File: src/gtr_pkg.sv
// graph traversal package: field widths, mode codes and default sizes
// no dependencies; imported by the top level
`default_nettype none

package gtr_pkg;

  localparam int NODES_DEF = 16;
  localparam int NODE_W    = 5;
  localparam int MODE_W    = 2;

  localparam logic [MODE_W-1:0] MODE_ADD    = 2'd0;
  localparam logic [MODE_W-1:0] MODE_BFS    = 2'd1;
  localparam logic [MODE_W-1:0] MODE_DFS    = 2'd2;
  localparam logic [MODE_W-1:0] MODE_UNUSED = 2'd3;

endpackage : gtr_pkg

`default_nettype wire

File: src/gtr_prienc.sv
// shared neighbor finder: priority encoder over the candidate vector
// picks the lowest set bit, or the highest one when rev is set; no dependencies
`default_nettype none

module gtr_prienc #(
  parameter int NODES = 16,
  parameter int IW    = $clog2(NODES)
) (
  input  wire logic [NODES-1:0] vec,
  input  wire logic             rev,
  output logic                  found,
  output logic [IW-1:0]         idx
);

  logic [NODES-1:0] scan_v;
  logic [IW-1:0]    low_idx;

  // reverse the vector so that one lowest-bit search serves both directions
  always_comb begin
    for (int i = 0; i < NODES; i++) begin
      scan_v[i] = rev ? vec[NODES-1-i] : vec[i];
    end
  end

  always_comb begin
    low_idx = '0;
    for (int i = NODES - 1; i >= 0; i--) begin
      if (scan_v[i]) begin
        low_idx = IW'(i);
      end
    end
  end

  assign found = |vec;
  assign idx   = rev ? (IW'(NODES - 1) - low_idx) : low_idx;

endmodule : gtr_prienc

`default_nettype wire

File: src/graph_traversal_bfs_dfs.sv
// Graph traversal block: breadth-first / depth-first search over an undirected
// adjacency matrix on nodes 1..NODES. Input channel (in_*) takes one command per
// transaction: mode 0 adds edge in_edge_from - in_edge_to (ignored if an endpoint
// is 0 or above NODES), mode 1 runs BFS and mode 2 runs DFS from in_start_node.
// Traversals give one out_node transaction per visited node in visiting order,
// with out_last set on the final one; a bad start node or mode 3 gives nothing.
// An edge add is a read-modify-write of both rows in the adjacency memory. A
// traversal pops a node, reads its row, loads the unvisited neighbors and scans
// them (the shared priority encoder finds one unvisited neighbor per cycle),
// then finishes once the queue or stack is empty. in_stall is high for the
// whole run.
// Each result leaves one step behind its node, since last is known only once the
// queue or stack has drained. A stalled output holds its transaction and the
// sequencer waits when the next result is ready; the output register lets a
// new command enter while the final result still waits.
// Reset (rst_n, synchronous) clears all edges through per-row valid bits, the
// sequencer and the output, with no clearing pass.
// Depends on gtr_pkg and gtr_prienc.
`default_nettype none

module graph_traversal_bfs_dfs
  import gtr_pkg::*;
#(
  parameter int NODES = NODES_DEF
) (
  input  wire logic              clk,
  input  wire logic              rst_n,
  input  wire logic              in_valid,
  output logic                   in_stall,
  input  wire logic [MODE_W-1:0] in_mode,
  input  wire logic [NODE_W-1:0] in_edge_from,
  input  wire logic [NODE_W-1:0] in_edge_to,
  input  wire logic [NODE_W-1:0] in_start_node,
  output logic                   out_valid,
  input  wire logic              out_stall,
  output logic [NODE_W-1:0]      out_node,
  output logic                   out_last
);

  localparam int IW = $clog2(NODES);
  localparam int CW = $clog2(NODES + 1);
  localparam int XW = ((CW > NODE_W) ? CW : NODE_W) + 1;

  typedef enum logic [2:0] {
    S_IDLE, S_E_WRA, S_E_WRB, S_POP, S_ROW, S_LD, S_SCAN, S_DONE
  } state_t;

  state_t           state_r, state_nxt;
  logic [CW-1:0]    head_r, head_nxt;
  logic [CW-1:0]    tail_r, tail_nxt;
  logic [NODES-1:0] visited_r, visited_nxt;
  logic             dfs_r, dfs_nxt;
  logic             hold_v_r, hold_v_nxt;
  logic             out_valid_r, out_valid_nxt;
  logic [NODES-1:0] row_vld_r;

  // payload registers
  logic [IW-1:0]     a_r, a_nxt;
  logic [IW-1:0]     b_r, b_nxt;
  logic [IW-1:0]     hold_r, hold_nxt;
  logic [NODES-1:0]  cand_r, cand_nxt;
  logic [NODE_W-1:0] out_node_r, out_node_nxt;
  logic              out_last_r, out_last_nxt;

  // adjacency memory
  logic [NODES-1:0] adj_mem [NODES];
  logic             adj_we, adj_re;
  logic [IW-1:0]    adj_wa, adj_ra;
  logic [NODES-1:0] adj_wd;
  logic [NODES-1:0] adj_rd_r;
  logic             adj_rd_vld_r;
  logic [NODES-1:0] adj_row;

  // pending queue / stack memory
  logic [IW-1:0] st_mem [NODES];
  logic          st_we, st_re;
  logic [IW-1:0] st_wa, st_ra, st_wd;
  logic [IW-1:0] st_rd_r;

  logic             in_acc, out_free;
  logic [XW-1:0]    from_x, to_x, start_x, out_x;
  logic             from_ok, to_ok, start_ok;
  logic [IW-1:0]    from_i, to_i, start_i;
  logic             pe_found;
  logic [IW-1:0]    pe_idx;
  logic [NODES-1:0] pe_bit;
  logic             empty;

  assign in_acc   = in_valid && !in_stall;
  assign out_free = !out_valid_r || !out_stall;
  assign in_stall = (state_r != S_IDLE);

  assign from_x   = XW'(in_edge_from);
  assign to_x     = XW'(in_edge_to);
  assign start_x  = XW'(in_start_node);
  assign from_ok  = (from_x != '0) && (from_x <= XW'(NODES));
  assign to_ok    = (to_x != '0) && (to_x <= XW'(NODES));
  assign start_ok = (start_x != '0) && (start_x <= XW'(NODES));
  assign from_i   = IW'(from_x - XW'(1));
  assign to_i     = IW'(to_x - XW'(1));
  assign start_i  = IW'(start_x - XW'(1));

  assign adj_row = adj_rd_vld_r ? adj_rd_r : '0;
  assign empty   = dfs_r ? (tail_r == '0) : (head_r == tail_r);
  assign pe_bit  = {{(NODES-1){1'b0}}, 1'b1} << pe_idx;
  assign out_x   = XW'(hold_r) + XW'(1);

  gtr_prienc #(
    .NODES (NODES),
    .IW    (IW)
  ) u_prienc (
    .vec   (cand_r),
    .rev   (dfs_r),
    .found (pe_found),
    .idx   (pe_idx)
  );

  always_comb begin
    state_nxt     = state_r;
    head_nxt      = head_r;
    tail_nxt      = tail_r;
    visited_nxt   = visited_r;
    dfs_nxt       = dfs_r;
    hold_v_nxt    = hold_v_r;
    a_nxt         = a_r;
    b_nxt         = b_r;
    hold_nxt      = hold_r;
    cand_nxt      = cand_r;
    out_node_nxt  = out_node_r;
    out_last_nxt  = out_last_r;
    out_valid_nxt = out_valid_r && out_stall;
    adj_we        = 1'b0;
    adj_wa        = a_r;
    adj_wd        = adj_row | ({{(NODES-1){1'b0}}, 1'b1} << b_r);
    adj_re        = 1'b0;
    adj_ra        = from_i;
    st_we         = 1'b0;
    st_wa         = tail_r[IW-1:0];
    st_wd         = pe_idx;
    st_re         = 1'b0;
    st_ra         = head_r[IW-1:0];

    unique case (state_r)
      S_IDLE: begin
        if (in_acc) begin
          if (in_mode == MODE_ADD) begin
            if (from_ok && to_ok) begin
              adj_re    = 1'b1;
              adj_ra    = from_i;
              a_nxt     = from_i;
              b_nxt     = to_i;
              state_nxt = S_E_WRA;
            end
          end else if ((in_mode == MODE_BFS || in_mode == MODE_DFS) && start_ok) begin
            st_we       = 1'b1;
            st_wa       = '0;
            st_wd       = start_i;
            visited_nxt = {{(NODES-1){1'b0}}, 1'b1} << start_i;
            head_nxt    = '0;
            tail_nxt    = CW'(1);
            dfs_nxt     = (in_mode == MODE_DFS);
            hold_v_nxt  = 1'b0;
            state_nxt   = S_POP;
          end
        end
      end
      S_E_WRA: begin
        // row a gets bit b, then row b is read for its own update
        adj_we    = 1'b1;
        adj_wa    = a_r;
        adj_wd    = adj_row | ({{(NODES-1){1'b0}}, 1'b1} << b_r);
        adj_re    = 1'b1;
        adj_ra    = b_r;
        state_nxt = S_E_WRB;
      end
      S_E_WRB: begin
        adj_we    = 1'b1;
        adj_wa    = b_r;
        adj_wd    = adj_row | ({{(NODES-1){1'b0}}, 1'b1} << a_r);
        state_nxt = S_IDLE;
      end
      S_POP: begin
        if (empty) begin
          state_nxt = S_DONE;
        end else begin
          st_re = 1'b1;
          if (dfs_r) begin
            st_ra    = IW'(tail_r - CW'(1));
            tail_nxt = tail_r - CW'(1);
          end else begin
            st_ra    = head_r[IW-1:0];
            head_nxt = head_r + CW'(1);
          end
          state_nxt = S_ROW;
        end
      end
      S_ROW: begin
        // previous node goes out as not-last once the output register is free
        if (!hold_v_r || out_free) begin
          if (hold_v_r) begin
            out_valid_nxt = 1'b1;
            out_node_nxt  = out_x[NODE_W-1:0];
            out_last_nxt  = 1'b0;
          end
          hold_nxt   = st_rd_r;
          hold_v_nxt = 1'b1;
          adj_re     = 1'b1;
          adj_ra     = st_rd_r;
          state_nxt  = S_LD;
        end
      end
      S_LD: begin
        cand_nxt  = adj_row & ~visited_r;
        state_nxt = S_SCAN;
      end
      S_SCAN: begin
        if (pe_found) begin
          if (tail_r < CW'(NODES)) begin
            st_we       = 1'b1;
            st_wa       = tail_r[IW-1:0];
            st_wd       = pe_idx;
            tail_nxt    = tail_r + CW'(1);
            visited_nxt = visited_r | pe_bit;
          end
          cand_nxt = cand_r & ~pe_bit;
        end else begin
          state_nxt = S_POP;
        end
      end
      S_DONE: begin
        if (out_free) begin
          out_valid_nxt = 1'b1;
          out_node_nxt  = out_x[NODE_W-1:0];
          out_last_nxt  = 1'b1;
          hold_v_nxt    = 1'b0;
          state_nxt     = S_IDLE;
        end
      end
      default: state_nxt = S_IDLE;
    endcase
  end

  always_ff @(posedge clk) begin
    if (!rst_n) begin
      state_r     <= S_IDLE;
      head_r      <= '0;
      tail_r      <= '0;
      visited_r   <= '0;
      dfs_r       <= 1'b0;
      hold_v_r    <= 1'b0;
      out_valid_r <= 1'b0;
    end else begin
      state_r     <= state_nxt;
      head_r      <= head_nxt;
      tail_r      <= tail_nxt;
      visited_r   <= visited_nxt;
      dfs_r       <= dfs_nxt;
      hold_v_r    <= hold_v_nxt;
      out_valid_r <= out_valid_nxt;
    end
  end

  always_ff @(posedge clk) begin
    a_r        <= a_nxt;
    b_r        <= b_nxt;
    hold_r     <= hold_nxt;
    cand_r     <= cand_nxt;
    out_node_r <= out_node_nxt;
    out_last_r <= out_last_nxt;
  end

  // row valid bits stand in for clearing the matrix at reset
  always_ff @(posedge clk) begin
    if (!rst_n) begin
      row_vld_r    <= '0;
      adj_rd_vld_r <= 1'b0;
    end else begin
      if (adj_re) begin
        adj_rd_vld_r <= row_vld_r[adj_ra];
      end
      if (adj_we) begin
        row_vld_r[adj_wa] <= 1'b1;
      end
    end
  end

  always_ff @(posedge clk) begin
    if (adj_we) begin
      adj_mem[adj_wa] <= adj_wd;
    end
    if (adj_re) begin
      adj_rd_r <= adj_mem[adj_ra];
    end
  end

  always_ff @(posedge clk) begin
    if (st_we) begin
      st_mem[st_wa] <= st_wd;
    end
    if (st_re) begin
      st_rd_r <= st_mem[st_ra];
    end
  end

  assign out_valid = out_valid_r;
  assign out_node  = out_node_r;
  assign out_last  = out_last_r;

endmodule : graph_traversal_bfs_dfs

`default_nettype wire

File: config.mk
export PLATFORM = sky130hd
export DESIGN_NAME = graph_traversal_bfs_dfs
export DESIGN_NICKNAME = d
export VERILOG_FILES = /design/src/gtr_pkg.sv /design/src/gtr_prienc.sv /design/src/graph_traversal_bfs_dfs.sv
export SDC_FILE = /design/constraint.sdc
export NUM_CORES = 1
export LEC_CHECK = 0
export BUFFER_PORTS_ARGS = -buffer_cell sky130_fd_sc_hd__buf_2
export CORE_ASPECT_RATIO = 0.9
export CORE_MARGIN = 3
export CORE_UTILIZATION = 41
export DETAILED_ROUTE_END_ITERATION = 8
export PLACE_DENSITY_LB_ADDON = 0.2
export RECOVER_POWER = 25
export SLEW_MARGIN = 40
export SYNTH_ARGS = -nofsm -noshare
export SYNTH_HDL_FRONTEND = slang
export SYNTH_SLANG_ARGS = --single-unit
export TNS_END_PERCENT = 5
File: constraint.sdc
create_clock -name clk -period 2.9 [get_ports clk]
set_input_delay 0.145 -clock clk [delete_from_list [all_inputs] [get_ports clk]]
set_output_delay 0.145 -clock clk [all_outputs]
set_load 0.05 [all_outputs]
== Word level (Yosys, flattened, before mapping) ==
Memories as Yosys holds them, arrays and structs flattened. A register that Yosys moved wholly into a read port is not among the register bits.
Cells that the tools add are included.
Cells by class
  $add $sub $neg: 8
  multiply operators: 0
  divide/modulo/power cells: 0
  $lt $le $gt $ge: 7
  equality and inequality tests: 24
  shift operators: 4
  muxes and demuxes: 121
  bitwise operators: 9
  reductions and logical operators: 40
Operators by type and width (count)
  16-bit two-way mux: 8
  4-bit two-way mux: 30
  5-bit two-way mux: 15
  16-bit bitwise OR: 4
  16-bit one-hot mux with 2 select lines: 2
  1-bit by 4-bit left shift with 16-bit output (first input constant): 4
  1-bit two-way mux: 46
  16-bit AND: 2
  16-bit inverter: 2
  2-bit != test (second input constant): 12
  3-bit one-hot mux with 8 select lines: 1
  6-bit AND reduction: 4
  3-bit two-way mux: 7
  5-bit one-hot mux with 2 select lines: 2
  6-bit nonzero test: 3
  16-bit OR reduction: 1
  5-bit less-or-equal comparator (second input constant): 3
  5-bit one-hot mux with 3 select lines: 1
  3-bit == test (second input constant): 4
  4-bit AND reduction: 3
  4-bit by 1-bit subtractor with 4-bit output (second input constant): 3
  5-bit by 1-bit adder with 5-bit output (second input constant): 2
  4-bit by 5-bit < comparator with 1-bit output (second input constant): 2
  3-bit nonzero test: 3
  28 further kinds: 49
Storage, ports and cells
  bits in registers: 83
  bits in latches: 0
  memory bits (writable): 320
  ROM bits: 0
  input bits: 21
  output and inout bits: 8
  memories kept: 2
Memory list
  adj_mem: depth 16, bits a word 16, rd ports 1, clocked after memory_dff 1, write ports 1, RTL line graph_traversal_bfs_dfs.sv:66  | logic [NODES-1:0] adj_mem [NODES];
  st_mem: depth 16, bits a word 4, rd ports 1, clocked after memory_dff 1, write ports 1, RTL line graph_traversal_bfs_dfs.sv:75  | logic [IW-1:0] st_mem [NODES];

== Logic depth before layout (Yosys ltp) ==
Gate-level depths: netlist of run 1.
  word-level depth: 24
  gate-level depth with buffers: 12

== Hierarchy ==
A second synthesis of run 1 with hierarchy kept.
Unflattened totals
  cell total of the unflattened synthesis: 1300
  area, all modules: 18542.8 µm²
Modules (own cells, without submodules)
  graph_traversal_bfs_dfs: instances 1, cells an instance 1233, area each 18168.7 µm²
  gtr_prienc: instances 1, cells an instance 67, area each 374.1 µm²

== Worst setup path after synthesis of run 1 ==
No wires, ideal clock.
  kind: reg-to-reg
  from: reg tail_r[0]
  to: reg st_rd_r[0] (read register of st_mem) (data pin)
  arrival time: 2.877 ns
  required time: 2.629 ns
  path slack: -0.248 ns
  cell stages (with the launch flop): 11
  buffers on the path: 2
  clock period less this slack: 3.148 ns
  cell sequence: dfxtp_1 -> clkbuf_1 -> inv_1 -> ha_1 -> nor4b_1 -> nor3b_4 -> mux2i_4 -> buf_6 -> mux4_2 -> mux2i_1 -> mux2i_1
On the way
  longest elaborated chain between the ends: 4
  elaborated cells between the ends (all ways): 9
  those cells by class: 1 x add/sub; 1 x eq/ne; 6 x mux; 1 x reduce/logical
Ends and longest elaborated chain
  start, declared: RTL line graph_traversal_bfs_dfs.sv:50  | logic [CW-1:0] tail_r, tail_nxt;
  start signal, assigned: RTL line graph_traversal_bfs_dfs.sv:255  | tail_r <= tail_nxt;
  5-bit by 1-bit subtractor with 5-bit output, or another cell as far along
  4-bit two-way mux / 1-bit two-way mux (equally long branches): RTL line graph_traversal_bfs_dfs.sv:187, graph_traversal_bfs_dfs.sv:104
  4-bit two-way mux / 1-bit two-way mux (equally long branches): RTL line graph_traversal_bfs_dfs.sv:183  | if (empty) begin
  4-bit two-way mux / 1-bit two-way mux (equally long branches): RTL line graph_traversal_bfs_dfs.sv:143  | unique case (state_r)
  end, declared: RTL line graph_traversal_bfs_dfs.sv:78  | logic [IW-1:0] st_rd_r;
Parallel ways exist; a longest one is shown, timed or not.
A chain may end at the register's enable or synchronous reset.

== Worst setup path in the final report of run 1 ==
  from: reg tail_r[1]
  to: reg st_rd_r[2] (read register of st_mem) (data pin)
Same word-level chain as after synthesis.

==> results.toml, run 1 <==
[outcome]
status = "completed"

[clocking]
cts-root-to-sink-buffers = 3
numCtsBuffers = 43
post_cts.repair.setup_buffers = 0
tritoncts = "done"
clkTransAtPathRegs_ns = 0.06
htreeDepth = 2
clock_sinks = 423
clkLatencyLatePin_ns = 0.56
clock_root_buffer = "clkbuf_16"

[global_route]
pin_count_of_the_biggest_net_entering_global_routing = 43
vias_in_the_first_global_route = 11670
grt_pass1_wl_um = 70140
globalRoute.totalOverflow = 0
antenna_found_initial = 0
total_routing_usage_gr_pct = 18.80

[logic_synthesis]
yosys_warnings = 0
netlist_area_sq_um = 18820
synthDistinctLibCells = 72
flip_flop_and_latch_count_after_synthesis = 423
syn_inst = 1356
synth-async-reset-ratio_pct = 0
count_of_flip_flops_with_a_built_in_enable_after_synthesis = 374
mappedNetlistNets = 1390
synth_seq_area_share_pct = 64.90
yosys_most_used_dff = "edfxtp_1"
syn_avg_cell_area_sq_um = 13.88

[die]
die_height_um = 209.2
die_width_um = 231.8
start_util_pct = 42.04
fp-row-count = 73
die-area_sq_um = 48500
design.core.area_sq_um = 44760
top_level_ports = 29

[sta]
final.min_clock_period_ns = 2.753
slew_headroom_pct = 50.60
number_of_failing_setup_endpoints_in_the_final_timing_report = 0
fin_tns_setup_ns = 0
max_slew.worst_pin.slew_ns = 0.7410
grt_setup_unrepaired = "no"
maxClockFrequency_mhz = 363.3
skew_ns = 0.01914
final.period_utilization_pct = 94.93
number_of_endpoints_with_negative_hold_slack_in_the_final_report = 0
final_max_slew_viol_count = 0

[final_layout]
postLayoutCoreUtil_pct = 48.72
final_common_cell = "edfxtp_1"
num_antenna_cells = 0
finalNetCount = 1510
final_cell_area_sq_um = 21800
layout-drive-gt1-share_pct = 15.31
area.growth.synth_to_final_pct = 15.88
final_cell_mix = "edfxtp_1, mux2i_1, nor2_1"

[route]
wirelength_um = 45540
dr.first_iter.drc_count = 1022
detailroute.via_count = 11790
routed_antenna_nets = 0
detail_route.first_pass.iterations = 7
drc_errors = 0
wl_per_cell_um = 21.59
vias_per_cell = 5.592

[placement]
dp.final_hpwl_um = 30140
number_of_port_buffers = 28
dpl-instance-area_sq_um = 20460
place.gp.congestion = 0.9083

[worst_setup_path]
r2r_setup_slk_ns = 0.15
worstPathRequired_ns = 3.19
cp_data_arrival_time_ns = 3.04
crit_fanout = 16
worstSetupStartpointType = "register"
worst_setup_path_end_kind = "register"
criticalPathCategory = "reg -> reg"

[power_and_ir_drop]
power.total_w = 0.01769
power_density_nw_per_um2 = 811.2
power.static_leakage_nw = 8.027
ir_drop_mv = 0.6069

[worst_hold_path]
min-delay-path-class = "in -> reg"

[run]
max_cap_viol_count = 0
[power breakdown]
| group | switching [W] | internal, W |
|---|---|---|
| clock | 0.00230 | 0.00299 |
| combinational | 0.00289 | 0.00191 |
| sequential | 0.000145 | 0.00745 |
[routing by layer]
layer,part of all wire (%),vias up,track usage [%]
li1,-,5450,-
met2,45,371,28.94
met3,5.4,75,2.944
met1,47,5897,27.72
met4,2.4,0,5.213
met5,0,-,0
[metrics by stage]
stage | hold WS, ns | cells | worst slack (ns)
after global routing | 0.06663 | 2109 | 0.01177
after global placement | 0.4467 | 2024 | 0.1799
after CTS | 0.03438 | 2109 | 0.06281
after detailed placement | 0.4598 | 2024 | 0.07445
after floorplan | 0.2860 | 1356 | 0.004492
final | 0.05176 | 2109 | 0.1471
[path summary, 6_finish.rpt]
path,endpoint,cells past startpoint,from
min,visited_r[0],3,rst_n
max reg2reg,st_rd_r[2],9,tail_r[1]
min reg2reg,row_vld_r[0],2,row_vld_r[0]
max,st_rd_r[2],9,tail_r[1]
[flip-flops by register name, indices dropped and copies added (netlist names), 3 cells and up]
signal / flops
visited_r: 16
out_node: 5
cand_r: 16
head_r: 5
hold_r: 4
st_rd_r: 4
b_r: 4
a_r: 4
row_vld_r: 16
st_mem: 64
adj_mem: 256
adj_rd_r: 16
state_r: 3
tail_r: 5
[area by class of cell]
cell class | count | area (sq um)
Clock buffer | 55 | 1182
Clock inverter | 23 | 168.9
Fill cell | 3941 | 22950
Inverter | 29 | 108.9
Multi-Input combinational cell | 836 | 6245
Sequential cell | 423 | 12210
Tap cell | 600 | 750.7
Timing Repair Buffer | 143 | 1137
[synth_stat cells, drive strengths merged (2+ instances only)]
library cell  number  area share, %
xnor2             10           0.47
dfxtp             49            5.2
nor3b              9           0.42
a221o              4           0.21
nand3             28           0.74
a22oi              2          0.080
o211ai             3           0.15
nor3              31           0.82
a31oi             34            1.1
nor4               4           0.17
edfxtp           374             60
mux2i            261             14
or2                2          0.066
inv               28           0.56
or3b               2          0.093
o21ai             65            1.7
o221a              2           0.12
and2               3           0.10
nor2b              8           0.27
a32oi              5           0.23
buf               39            1.2
o22a               2          0.093
o21a               3           0.12
ha                13           0.86
nand4              2          0.066
a211oi             8           0.32
a2bb2oi            3           0.14
nand2b            11           0.37
xor2              12           0.56
nand2             75            1.5
a21oi             51            1.4
nor2             111            2.2
or3                3           0.10
o31ai             11           0.44
a221oi             4           0.19
a21o               2          0.080
and3               5           0.17
o311ai            10           0.47
nand3b             5           0.27
mux4              16            1.9
clkbuf            29           0.58
[timing repair]
action                                  CTS  global route
hold endpoints to repair                  7             0
resized for setup                         0             4
hold buffers                              7             0
endpoints found under the setup margin    0            46
[critical path, stage by stage, from the launching register on]
cell     delay [ns]
dfxtp_1        0.34
inv_1          0.08
ha_2           0.21
nor4b_2        0.19
nor3b_4        0.27
mux2i_4        0.29
buf_12         0.20
mux4_2         0.53
mux2i_1        0.25
mux2i_1        0.11
[cells by family (layout without fill, tap and decap cells)]
kind of cell | Yosys count | after routing | synth area share (%)
AO/OA/AOI/OAI | 222 | 222 | 7.447
XOR/XNOR | 22 | 22 | 1.024
AND/OR/NAND/NOR | 301 | 301 | 7.461
flip-flops | 423 | 423 | 64.90
adder cells (fa/ha/maj) | 13 | 13 | 0.8644
multiplexers | 278 | 278 | 15.95
buffers and inverters | 97 | 250 | 2.360
Note: power is estimated with default switching activity, not from simulation.
==> run 2: changes to the inputs <==
--- a/config.mk
+++ b/config.mk
@@ -8,7 +8,7 @@
 export BUFFER_PORTS_ARGS = -buffer_cell sky130_fd_sc_hd__buf_2
 export CORE_ASPECT_RATIO = 0.9
 export CORE_MARGIN = 3
-export CORE_UTILIZATION = 41
+export CORE_UTILIZATION = 30
 export DETAILED_ROUTE_END_ITERATION = 8
 export PLACE_DENSITY_LB_ADDON = 0.2
 export RECOVER_POWER = 25
==> run 2 against run 1 <==
  * Sequential power about the same
  * Worst hold slack got worse by 0.022 ns
  * Non-clock buffer count up 12
  * Utilization decreased by 12 points
  * Routed wire length grew 6.3%
  * Clock skew grew 0.0093 ns
  * Sequential share of layout area shrank 1.4 points
  * First-iteration DRC count up 4.4%
  * Critical path type unchanged
  * Maximum frequency rose by 1.3%
  * Flip-flop and latch count unchanged
  * Critical path depth is the same
  * Via count shrank 0.92%
==> results.toml, run 2 (synthesis gave the netlist of run 1 again) <==
[sta]
finalWorstSetupSlack_ns = 0.1834
number_of_failing_setup_endpoints_in_the_final_timing_report = 0
final.period_utilization_pct = 93.68
final_max_slew_viol_count = 0
max_slew.worst_pin.slew_ns = 0.9127
slew_headroom_pct = 39.15
fin_tns_setup_ns = 0
number_of_endpoints_with_negative_hold_slack_in_the_final_report = 0
skew_ns = 0.02849
maxClockFrequency_mhz = 368.1
fin_worst_hold_slack_ns = 0.02999
final.min_clock_period_ns = 2.717

[final_layout]
finalNetCount = 1528
max_flop_register = "adj_mem"
fillerInstances = 5929
reg.largest.list = "adj_mem x256, st_mem x64"
final_common_cell = "edfxtp_1"
largest_register_ff_count = 256
final_cell_mix = "edfxtp_1, mux2i_1, nor2_1"
sequential_cell_area_sq_um = 12210
num_antenna_cells = 0
area_of_the_multi_input_gates_sq_um = 6221
layout-drive-gt1-share_pct = 15.44
area.growth.synth_to_final_pct = 18.80

[global_route]
grt_pass1_wl_um = 72510
total_routing_usage_gr_pct = 14.50
vias_in_the_first_global_route = 11430
globalRoute.totalOverflow = 0
pin_count_of_the_biggest_net_entering_global_routing = 43
antenna_found_initial = 2

[route]
routed_antenna_nets = 0
wirelength_um = 48400
detailroute.via_count = 11680
drc_errors = 0
vias_per_cell = 4.928
wl_per_cell_um = 20.41
detail_route.first_pass.iterations = 5
dr.first_iter.drc_count = 1067

[placement]
placement.setup.worst_slack_ns = 0.1078
dp.final_hpwl_um = 31710
place.gp.congestion = 0.8175
number_of_port_buffers = 28

[power_and_ir_drop]
power.total_w = 0.01843
power.static_leakage_nw = 8.155
power_density_nw_per_um2 = 824.5
ir_drop_mv = 0.4202

[run]
max_cap_viol_count = 0

[die]
top_level_ports = 29
die_width_um = 270.0
die_height_um = 243.6
design.core.area_sq_um = 61660
die-area_sq_um = 65770
fp-row-count = 86
start_util_pct = 30.52

[worst_setup_path]
worstSetupStartpointType = "register"
r2r-start = "tail_r[1]"
r2r_setup_slk_ns = 0.18
cp-startpoint = "tail_r[1]"
worst_setup_path_end_kind = "register"
timing.reg2reg.worst_path_depth = 9
r2r-end = "st_rd_r[3]"
worst_setup_path_endpoint = "st_rd_r[3]"
criticalPathCategory = "reg -> reg"
crit_fanout = 16
worstPathRequired_ns = 3.21
cp_data_arrival_time_ns = 3.03

[clocking]
cts-root-to-sink-buffers = 3
post_cts.repair.setup_buffers = 0
tritoncts = "done"
numCtsBuffers = 49
htreeDepth = 2
clkTransAtPathRegs_ns = 0.06
clock_sinks = 423
clock_root_buffer = "clkbuf_16"
clkLatencyLatePin_ns = 0.59

[worst_hold_path]
min-delay-path-class = "in -> reg"

[outcome]
status = "completed"
[run 2: cell count changes in the layout (fill, tap and decap cells not counted), sizes merged]
cell	delta
clkbuf	+10
inv	-1
bufinv	+1
clkinvlp	+1
clkinv	+4
buf	+9
dlygate4sd3	+2
[run 2: per-layer routing]
metal / global-route usage (%) / up-vias / wire length, um
li1: - / 5507 / -
met1: 20.71 / 5779 / 23170
met2: 22.15 / 307 / 21550
met3: 2.432 / 87 / 2187
met4: 5.359 / 4 / 1458
met5: 0 / - / 31
[run 2: worst min-delay path by stage]
| stage | start | depth (start not counted) | slack (ns) | to |
|---|---|---|---|---|
| 6_report | rst_n | 3 | 0.03 | hold_v_r |
| 3_5_place_dp | in_edge_to[0] | 2 | 0.45 | b_r[0] |
| 2_1_floorplan | rst_n | 2 | 0.29 | visited_r[12] |
| 3_3_place_gp | in_edge_to[0] | 2 | 0.45 | b_r[0] |
| 4_1_cts | rst_n | 4 | 0.0005 | visited_r[2] |
| 5_1_grt | rst_n | 4 | 0.03 | visited_r[7] |
[run 2: what timing repair did]
action	CTS	global route
hold endpoints to repair	9	0
endpoints found under the setup margin	0	29
resized for setup	0	6
hold buffers	9	0
[run 2: metrics by stage]
stage / instance area [sq um] / instances / util (%)
after floorplan: 18830 / 1356 / -
after global placement: 20770 / 2269 / 33.69
after global routing: 22360 / 2371 / 36.26
after detailed placement: 20780 / 2270 / 33.70
after CTS: 22480 / 2371 / 36.45
final: 22360 / 2371 / 36.26
[run 2: report_power, final]
| part | internal, W | leakage [nW] | switching, W |
|---|---|---|---|
| sequential | 0.00746 | 3.86 | 0.000149 |
| combinational | 0.00188 | 3.51 | 0.00292 |
| clock | 0.00355 | 0.786 | 0.00247 |
[run 2: area by class of cell]
cell class / instances / area share [%]
clock buffer: 64 / 6.190
multi-input combinational: 836 / 27.83
clock inverter: 28 / 0.9851
inverter: 29 / 0.4869
tap: 836 / 4.679
timing repair buffer: 155 / 5.194
sequential: 423 / 54.64
[run 2: critical path, stage by stage (launching register included)]
cell     delay, ns
dfxtp_1       0.32
inv_1         0.07
ha_2          0.21
nor4b_2       0.19
nor3b_4       0.26
mux2i_4       0.30
buf_12        0.20
mux4_2        0.52
mux2i_1       0.25
mux2i_1       0.11
==> run 3: changes to the inputs <==
--- a/config.mk
+++ b/config.mk
@@ -5,11 +5,13 @@
 export SDC_FILE = /design/constraint.sdc
 export NUM_CORES = 1
 export LEC_CHECK = 0
-export BUFFER_PORTS_ARGS = -buffer_cell sky130_fd_sc_hd__buf_2
 export CORE_ASPECT_RATIO = 0.9
 export CORE_MARGIN = 3
 export CORE_UTILIZATION = 30
+export CTS_CLUSTER_SIZE = 12
 export DETAILED_ROUTE_END_ITERATION = 8
+export DONT_BUFFER_PORTS = 1
+export GPL_TIMING_DRIVEN = 0
 export PLACE_DENSITY_LB_ADDON = 0.2
 export RECOVER_POWER = 25
 export SLEW_MARGIN = 40
==> run 3 against run 2 <==
  * The flow now finishes with violations (setup timing)
  * Routed wire length rose by 3.7%
  * Total power increased by 2.5%
  * Largest cell class unchanged
  * Setup slack got worse by 0.27 ns
  * Sequential power is essentially flat
  * Maximum frequency fell by 9.1%
==> results.toml, run 3 (synthesis gave the netlist of run 1 again) <==
[sta]
final.period_utilization_pct = 103.0
maxClockFrequency_mhz = 334.7
slew_headroom_pct = 45.21
finalWorstSetupSlack_ns = -0.08762
number_of_endpoints_with_negative_hold_slack_in_the_final_report = 0
final.min_clock_period_ns = 2.988
skew_ns = 0.02698
number_of_failing_setup_endpoints_in_the_final_timing_report = 12
grt_setup_unrepaired = "yes"
fin_tns_setup_ns = -0.4290
max_slew.worst_pin.slew_ns = 0.8219
final_max_slew_viol_count = 0

[global_route]
total_routing_usage_gr_pct = 14.96
vias_in_the_first_global_route = 11360
antenna_found_initial = 3
globalRoute.totalOverflow = 0
pin_count_of_the_biggest_net_entering_global_routing = 19
grt_pass1_wl_um = 74440

[power_and_ir_drop]
power_frac_clock_pct = 30.3
p_int_w = 0.01292
power_density_nw_per_um2 = 824.5
ir_drop_mv = 0.4415
share_comb_of_total_power_pct = 29.5
power_switching_w = 0.005985
netSwitchingFraction_pct = 31.67
power.static_leakage_nw = 8.145
pwr-share-seq_pct = 40.2

[route]
wirelength_um = 50210
vias_per_cell = 5.018
detail_route.first_pass.iterations = 5
detailroute.via_count = 11790
routed_antenna_nets = 0
dr.first_iter.drc_count = 1104
drc_errors = 0
wl_per_cell_um = 21.37

[worst_setup_path]
crit_fanout = 10
criticalPathCategory = "reg -> reg"
worst_setup_path_end_kind = "register"
cp_data_arrival_time_ns = 3.28
worstSetupStartpointType = "register"
worstPathRequired_ns = 3.19

[placement]
placement.setup.worst_slack_ns = -0.8046
place.gp.congestion = 0.8608
dp.final_hpwl_um = 35840
number_of_port_buffers = 0

[outcome]
status = "finished, violations left"
violations = "setup timing"

[die]
start_util_pct = 30.52
top_level_ports = 29
die_width_um = 270.0
die-area_sq_um = 65770
fp-row-count = 86
design.core.area_sq_um = 61660
die_height_um = 243.6

[final_layout]
reg.largest.list = "adj_mem x256, st_mem x64"
fillerInstances = 5782
largest_register_ff_count = 256
max_flop_register = "adj_mem"
final_cell_mix = "edfxtp_1, mux2i_1, nor2_1"
final_common_cell = "edfxtp_1"
layout-drive-gt1-share_pct = 20.25
finalNetCount = 1509
area.growth.synth_to_final_pct = 21.82

[clocking]
clock_root_buffer = "clkbuf_16"
clock_sinks = 423
numCtsBuffers = 47
tritoncts = "done"
clkTransAtPathRegs_ns = 0.06
cts-root-to-sink-buffers = 3
clkLatencyLatePin_ns = 0.58
htreeDepth = 2

[run]
max_cap_viol_count = 0

[worst_hold_path]
min-delay-path-class = "in -> reg"
==> run 3: cell types whose count changed in the layout (fill, tap and decap cells not counted), sizes merged, moves of 3 or more <==
cell	change
buf	-15
clkinvlp	-3
clkinv	-9
dlygate4sd3	+7
==> run 3: timing repair <==
action                                 4_1_cts  5_1_grt
endpoints found under the hold margin       40        0
setup buffers                               12        4
setup endpoints to repair                  679      396
pin swaps                                    6        5
cloned                                       1        0
resized for setup                           89       44
hold buffers                                16        0
==> run 3: path summary, 6_finish.rpt <==
path	startpoint	slack, ns	depth (start not counted)	to
worst min register to register	st_rd_r[2]	0.47	0	hold_r[2]
worst max register to register	state_r[2]	-0.09	12	adj_rd_r[1]
worst min-delay path	in_mode[0]	0.04	4	dfs_r
worst max-delay path	state_r[2]	-0.09	12	adj_rd_r[1]
==> run 3: power groups by stage <==
stage	Sequential [W]	Combinational, W	Clock [W]
final	0.00759	0.00558	0.00573
after global placement	0.00775	0.00469	0
after global routing	0.00762	0.00595	0.00613
after detailed placement	0.00771	0.00509	0
after floorplan	0.00768	0.00320	0
after CTS	0.00758	0.00547	0.00588
==> run 3: critical path, cell delays in order, from the launching register on <==
cell      delay (ns)
dfxtp_1         0.29
buf_2           0.16
nor3b_4         0.17
buf_4           0.15
a211oi_1        0.31
a221o_1         0.16
buf_2           0.20
buf_6           0.22
buf_6           0.21
mux2i_1         0.21
mux2i_1         0.12
mux2i_2         0.34
mux2i_1         0.13
==> run 3: area by class of cell <==
| cell class | count | area [sq um] | share of cell area, % |
|---|---|---|---|
| multi-input cells | 836 | 6696 | 29.21 |
| flip-flops and latches | 423 | 12220 | 53.30 |
| inverters | 29 | 121.4 | 0.5294 |
| clock inverters | 14 | 86.33 | 0.3766 |
| diodes | 2 | 5.005 | 0.02183 |
| well taps | 836 | 1046 | 4.563 |
| repair buffers | 72 | 860.8 | 3.755 |
| clock buffers | 71 | 1411 | 6.157 |
| plain buffers | 66 | 478.0 | 2.085 |
==> run 3: metrics by stage <==
| stage | util [%] | hold slack [ns] | area [sq um] | cells | total power [W] |
|---|---|---|---|---|---|
| after floorplan | - | 0.2860 | 18830 | 1356 | 0.01088 |
| after global placement | 32.24 | 0.2931 | 19880 | 2192 | 0.01245 |
| after detailed placement | 33.40 | 0.2955 | 20590 | 2231 | 0.01280 |
| after CTS | 36.93 | 0.001250 | 22770 | 2344 | 0.01893 |
| after global routing | 37.18 | 0.04388 | 22920 | 2349 | 0.01970 |
| final | 37.18 | 0.03797 | 22920 | 2349 | 0.01890 |
==> run 3: routing by layer <==
| metal | global-route usage, % | vias up | wire length (um) |
|---|---|---|---|
| met5 | 0 | - | 13 |
| met4 | 4.067 | 2 | 1084 |
| met3 | 2.472 | 62 | 2735 |
| met2 | 22.85 | 329 | 22100 |
| met1 | 21.98 | 5926 | 24270 |
| li1 | - | 5468 | - |
